$ cat config.mk
export PLATFORM = sky130hd
export DESIGN_NAME = dpsf_near
export DESIGN_NICKNAME = d
export VERILOG_FILES = /design/src/sv/dpsf_pkg.sv /design/src/sv/dpsf_near.sv
export SDC_FILE = /design/constraint.sdc
export NUM_CORES = 2
export LEC_CHECK = 0
export BUFFER_PORTS_ARGS = -buffer_cell sky130_fd_sc_hd__clkbuf_2
export CAP_MARGIN = 30
export CORE_MARGIN = 2
export CORE_UTILIZATION = 30
export DETAILED_ROUTE_END_ITERATION = 8
export GPL_TIMING_DRIVEN = 0
export HOLD_SLACK_MARGIN = 0.1
export PLACE_DENSITY_LB_ADDON = 0.15
export SLEW_MARGIN = 25
export SYNTH_ARGS = -nofsm -noshare
export SYNTH_HDL_FRONTEND = slang
export SYNTH_SLANG_ARGS = --single-unit
$ cat constraint.sdc
create_clock -name clk -period 10 [get_ports clk]
set_clock_uncertainty 0.1 [all_clocks]
set_input_delay 1 -clock clk [delete_from_list [all_inputs] [get_ports clk]]
set_output_delay 1 -clock clk [all_outputs]
set_load 0.01 [all_outputs]
$ cat src/sv/dpsf_pkg.sv
// Shared types and constants of the duplicate point sample filter.
`default_nettype none
package dpsf_pkg;

  localparam int THR_BITS     = 20;
  localparam int NEED_BITS    = 11;
  localparam int COUNT_BITS   = 11;
  localparam int CFG_IDX_BITS = 8;
  localparam int CFG_DATA_BITS = THR_BITS;
  localparam int RES_BITS     = 15;
  localparam int OUT_BITS     = 16;

  localparam logic [THR_BITS-1:0]  THR_RESET  = 20'd328;
  localparam logic [NEED_BITS-1:0] NEED_RESET = 11'd200;

  localparam logic [CFG_IDX_BITS-1:0] CFG_THRESHOLD = 8'd0;
  localparam logic [CFG_IDX_BITS-1:0] CFG_NEEDED    = 8'd1;

  localparam logic KIND_SAMPLE = 1'b0;
  localparam logic KIND_CLEAR  = 1'b1;

  typedef enum logic [1:0] {
    S_IDLE,
    S_SCAN,
    S_DRAIN,
    S_FINISH
  } state_t;

  // status of the distance pipeline towards the sequencer
  typedef struct packed {
    logic busy;
    logic hit;
  } near_stat_t;

  // result beat, accepted in the lowest bit
  typedef struct packed {
    logic                  enough;
    logic [COUNT_BITS-1:0] stored_count;
    logic                  store_full;
    logic                  too_close;
    logic                  accepted;
  } res_t;

endpackage
`default_nettype wire

$ cat src/sv/dpsf_near.sv
// Three-stage squared distance test of the new point against one stored entry.
`default_nettype none
module dpsf_near #(
  parameter int COORD_BITS = 24
) (
  input  wire logic                          clk,
  input  wire logic                          rst,
  input  wire logic                          in_valid,
  input  wire logic [3*COORD_BITS-1:0]       point,
  input  wire logic [3*COORD_BITS-1:0]       entry,
  input  wire logic [dpsf_pkg::THR_BITS-1:0] thr,
  output dpsf_pkg::near_stat_t               stat
);

  localparam int TB    = dpsf_pkg::THR_BITS;
  localparam int DW    = COORD_BITS + 1;
  localparam int CW    = (DW > TB) ? DW : TB;
  localparam int SQ_W  = 2 * TB;
  localparam int SUM_W = SQ_W + 2;

  logic [DW-1:0]    diff [3];
  logic [CW-1:0]    mag  [3];
  logic [2:0]       far_lane;

  logic             v1, v2, v3;
  logic             far1, far2;
  logic             near3;
  logic [TB-1:0]    m1  [3];
  logic [SQ_W-1:0]  sq2 [3];
  logic [SQ_W-1:0]  thr_sq;
  logic [SUM_W-1:0] sum;

  always_comb begin
    for (int k = 0; k < 3; k++) begin
      diff[k] = {point[k*COORD_BITS + COORD_BITS - 1], point[k*COORD_BITS +: COORD_BITS]}
              - {entry[k*COORD_BITS + COORD_BITS - 1], entry[k*COORD_BITS +: COORD_BITS]};
      mag[k]  = diff[k][DW-1] ? CW'(DW'(-diff[k])) : CW'(diff[k]);
      far_lane[k] = mag[k] >= CW'(thr);
    end
  end

  always_comb begin
    sum = SUM_W'(sq2[0]) + SUM_W'(sq2[1]) + SUM_W'(sq2[2]);
  end

  always_ff @(posedge clk) begin
    thr_sq <= SQ_W'(thr) * SQ_W'(thr);
    for (int k = 0; k < 3; k++) begin
      m1[k]  <= mag[k][TB-1:0];
      sq2[k] <= SQ_W'(m1[k]) * SQ_W'(m1[k]);
    end
    far1  <= |far_lane;
    far2  <= far1;
    near3 <= !far2 && (sum < SUM_W'(thr_sq));
  end

  always_ff @(posedge clk) begin
    if (rst) begin
      v1 <= 1'b0;
      v2 <= 1'b0;
      v3 <= 1'b0;
    end else begin
      v1 <= in_valid;
      v2 <= v1;
      v3 <= v2;
    end
  end

  assign stat.busy = v1 | v2 | v3;
  assign stat.hit  = v3 & near3;

endmodule
`default_nettype wire

==> results.txt <==
The buffer cell driving the clock tree root is clkbuf_16. The die is roughly 450 µm wide. The type of the most critical hold path is reg -> reg.

The critical path data arrival time is about 10 ns. The part of the Yosys area used for sequential elements came out at 7.322%. The post-CTS resize count is 0. The number of top-level pins is between 150 and 200. The final critical path takes up between 90% and 100% of the cycle. In this run the worst setup path begins at m1[0][28]$_DFF_P_.

The worst setup path is captured at a flip-flop. The synthesized netlist occupies a cell area of just over 60000 µm². The clock period could shrink to approximately 9.6 ns. The post-cts hold buffer count is 0. TritonCTS built the clock tree. Of the cells placed in the final design, the portion with a size suffix greater than 1 is under 10%. After filler insertion, the fill cell instance count of the layout stands at 21370. For this block, the initial DRC count from the detailed router was around 2300. The HPWL after detailed placement is about 160000 µm. The CTS sink count is between 200 and 250. The number of flops mapped to enable cells by yosys is 0. The number of pins with negative max-slew slack in the final report is 0. Wire segments on met3 add up to 6800 µm in the final route.

The top layer used by detailed routing is met4. The setup TNS after final layout came out at 0 ns. Entering global routing, the biggest net connects 16 pins.

The insertion delay to the later sink of the worst-skew pair came out at between 0.6 and 0.7 ns. In this run the vertical extent of the chip is between 400 and 500 µm. The first-pass GRT wire length came out at between 200000 and 300000 µm. Max-cap violations in this run came to 0. The number of antenna violations at the first check in global routing came out at 6. In the final routed layout, each cell accounts on average for roughly 20 µm.

The residual overflow from global routing came out at 0. The largest fanout of any net on the critical path came out at 10. STA puts the critical path data required time at between 10 and 15 ns. The synthesis-stage register bit count came out at about 220.

The initialized floorplan defines around 170 standard-cell rows. The clock transition at the registers of the reported paths came out at roughly 0.070 ns. The placer's final routability congestion estimate came out at between 0.8 and 0.9. In this run the tool buffered the top-level ports with about 170 buffer cells. The post-layout worst setup margin is between 0.4 and 0.5 ns. At the placement stage, the worst setup path has a slack of 0.1110 ns.

Detailed routing placed a total of 92820 µm of wire on met2. The floorplan step defined a die boundary enclosing 205900 µm². The highest achievable clock rate is 0.1046 GHz.

The routed layout has about 45000 vias. The flow ran to the end, and the final reports show no timing, DRC or antenna violations. The setup fix buffers added after clock tree synthesis is 0. For this design, the slowest cell found on the critical path is clkbuf_1.

For this configuration, the core starts out at a cell density of ~30%. For this run, the total global-route usage over all layers was measured as 18.81%. The count of cell types in the netlist is between 90 and 100. For the pin with the worst max-slew slack, the measured transition is 0.9902 ns. The detailed-router iteration count before antenna repair is 7.

The cell that appears most often on the critical path is fa_1. The synthesis-to-layout area growth came out at 8.721%. In the final routing, the length of wire on met1 measures around 90000 µm. The Yosys warning count came out at 0. Setup repair after global routing left no endpoint under its margin. The remaining max-slew budget at the tightest pin is 33.51%. The via count normalized by instance count is between 4 and 5.

The final layout net count came out at slightly above 9000. The share of async-settable or async-resettable flops after synthesis is 0%. STA classifies the critical path startpoint as a flip-flop.

Setup violations remaining at the end of the flow were counted as 0. By startpoint and endpoint, the worst setup path is classified as reg -> reg. Among all flip-flop cells after synthesis, the most frequent one is dfxtp_1.

The startpoint identified for the worst register-to-register timing path is m1[0][28]$_DFF_P_. The critical hold path startpoint is far1$_DFF_P_. In the synthesized netlist, the number of instances is about 6700. The number of buffers added by the clock tree synthesis step came out at 29.

The overall routed net length came out at about 190000 µm. The number of failing hold endpoints at the final stage came out at 0. The number of antenna-violating nets in the routed design is 0. The average size of a mapped cell came out at 9.056 µm². The total number of H-tree levels is 1.

The floorplan step defined a core boundary enclosing around 200000 µm². The number of global-route vias before repair is 48560. The stage delay of the slowest cell on the critical path came out at approximately 0.77 ns. The deepest clock path buffer count came out at 3. After detailed routing, the number of remaining DRC violations is 0.
## final timing paths
path / to / cells after the start / slack (ns)
setup reg to reg: sq2[0][78]$_DFF_P_ / 28 / 0.44
setup / recovery: sq2[0][78]$_DFF_P_ / 28 / 0.44
hold reg to reg: far2$_DFF_P_ / 0 / 0.23
hold / removal: far2$_DFF_P_ / 0 / 0.23
## area by class of cell
cell class	count	area (µm²)	share of cell area, %
Antenna cell	3	7.507	0.01138
Buffer	176	674.4	1.022
Clock buffer	33	770.7	1.168
Clock inverter	20	217.7	0.3299
Inverter	1581	5939	9.000
Multi-Input combinational cell	4725	49670	75.26
Sequential cell	222	4444	6.734
Tap cell	2672	3343	5.066
Timing Repair Buffer	173	928.4	1.407
## per-layer routing
layer	vias up	global-route usage, %
met5	-	0
met2	812	32.72
li1	21330	-
met1	22820	25.62
met3	136	1.437
met4	0	3.535
## worst max-delay path: cells and delay by family (launching register included)
family	cells	cell delay (ns)
and+or+nand+nor	2	0.67
AOI/OAI and AO/OA	10	2.58
DFF	1	0.51
adders and majority gates	8	3.68
xor gates and xnor gates	1	0.17
buffers and inverters	7	1.76
## cells in the final DEF (no fill, tap or decap), drive strengths merged, types with 8 or more instances in the layout
master,n
o211ai,22
nor4,18
clkbuf,365
and2,234
dfxtp,222
inv,1581
or2,31
nand4,39
o31ai,21
o21bai,36
a21oi,253
xor2,117
a211oi,27
and3,34
nor3b,12
ha,819
nand2,587
o22ai,8
buf,17
a31o,20
nor2,272
a2111oi,10
nor3,60
o311ai,12
o31a,13
clkinv,14
a21o,152
a211o,8
a221oi,8
nor2b,63
xnor2,224
a31oi,28
o21ai,131
o21a,44
nand2b,48
nand3,75
fa,1154
or3,19
## cells by family (layout without fill, tap and decap cells)
kind of cell	count (synthesis)	in the layout	share of synthesized area (%)
adder cells (fa/ha/maj)	1974	1974	54.96
buffers and inverters	1757	1983	10.88
AND/OR/NAND/NOR	1530	1530	12.16
AO/OA/AOI/OAI	864	864	9.509
XOR/XNOR	341	341	4.920
flip-flops	222	222	7.322
multiplexers	13	13	0.2350
other	2	6	0.01237
## flip-flops by register name, summed over array words and instances (netlist names)
register  count
m1           60
near3         1
far2          1
v2            1
v1            1
v3            1
thr_sq       39
sq2         117
far1          1
## cell usage after synthesis (all sizes together) (75+ instances only)
master / instances / area, µm²
a21o: 152 / 1141
a21oi: 253 / 1274
and2: 234 / 1464
clkbuf: 165 / 619.3
dfxtp: 222 / 4444
fa: 1154 / 23100
ha: 819 / 10250
inv: 1575 / 5912
nand2: 587 / 2203
nand3: 75 / 375.4
nor2: 272 / 1021
o21ai: 131 / 655.6
xnor2: 224 / 1962
xor2: 117 / 1025
## through the flow
step | util (%) | area, µm² | hold WS [ns] | std cells
finish | 32.72 | 65990 | 0.2331 | 9605
global route | 32.72 | 65990 | 0.2454 | 9603
CTS | 32.71 | 65980 | 0.2368 | 9601
detailed placement | 32.22 | 64990 | 0.2168 | 9548
global placement | 32.17 | 64880 | 0.2171 | 9543
floorplan | - | 60700 | 0.2096 | 6704
Power is left out: the tool's default activity adds up to more than one toggle a clock period on the data nets, which glitch-free logic cannot reach.
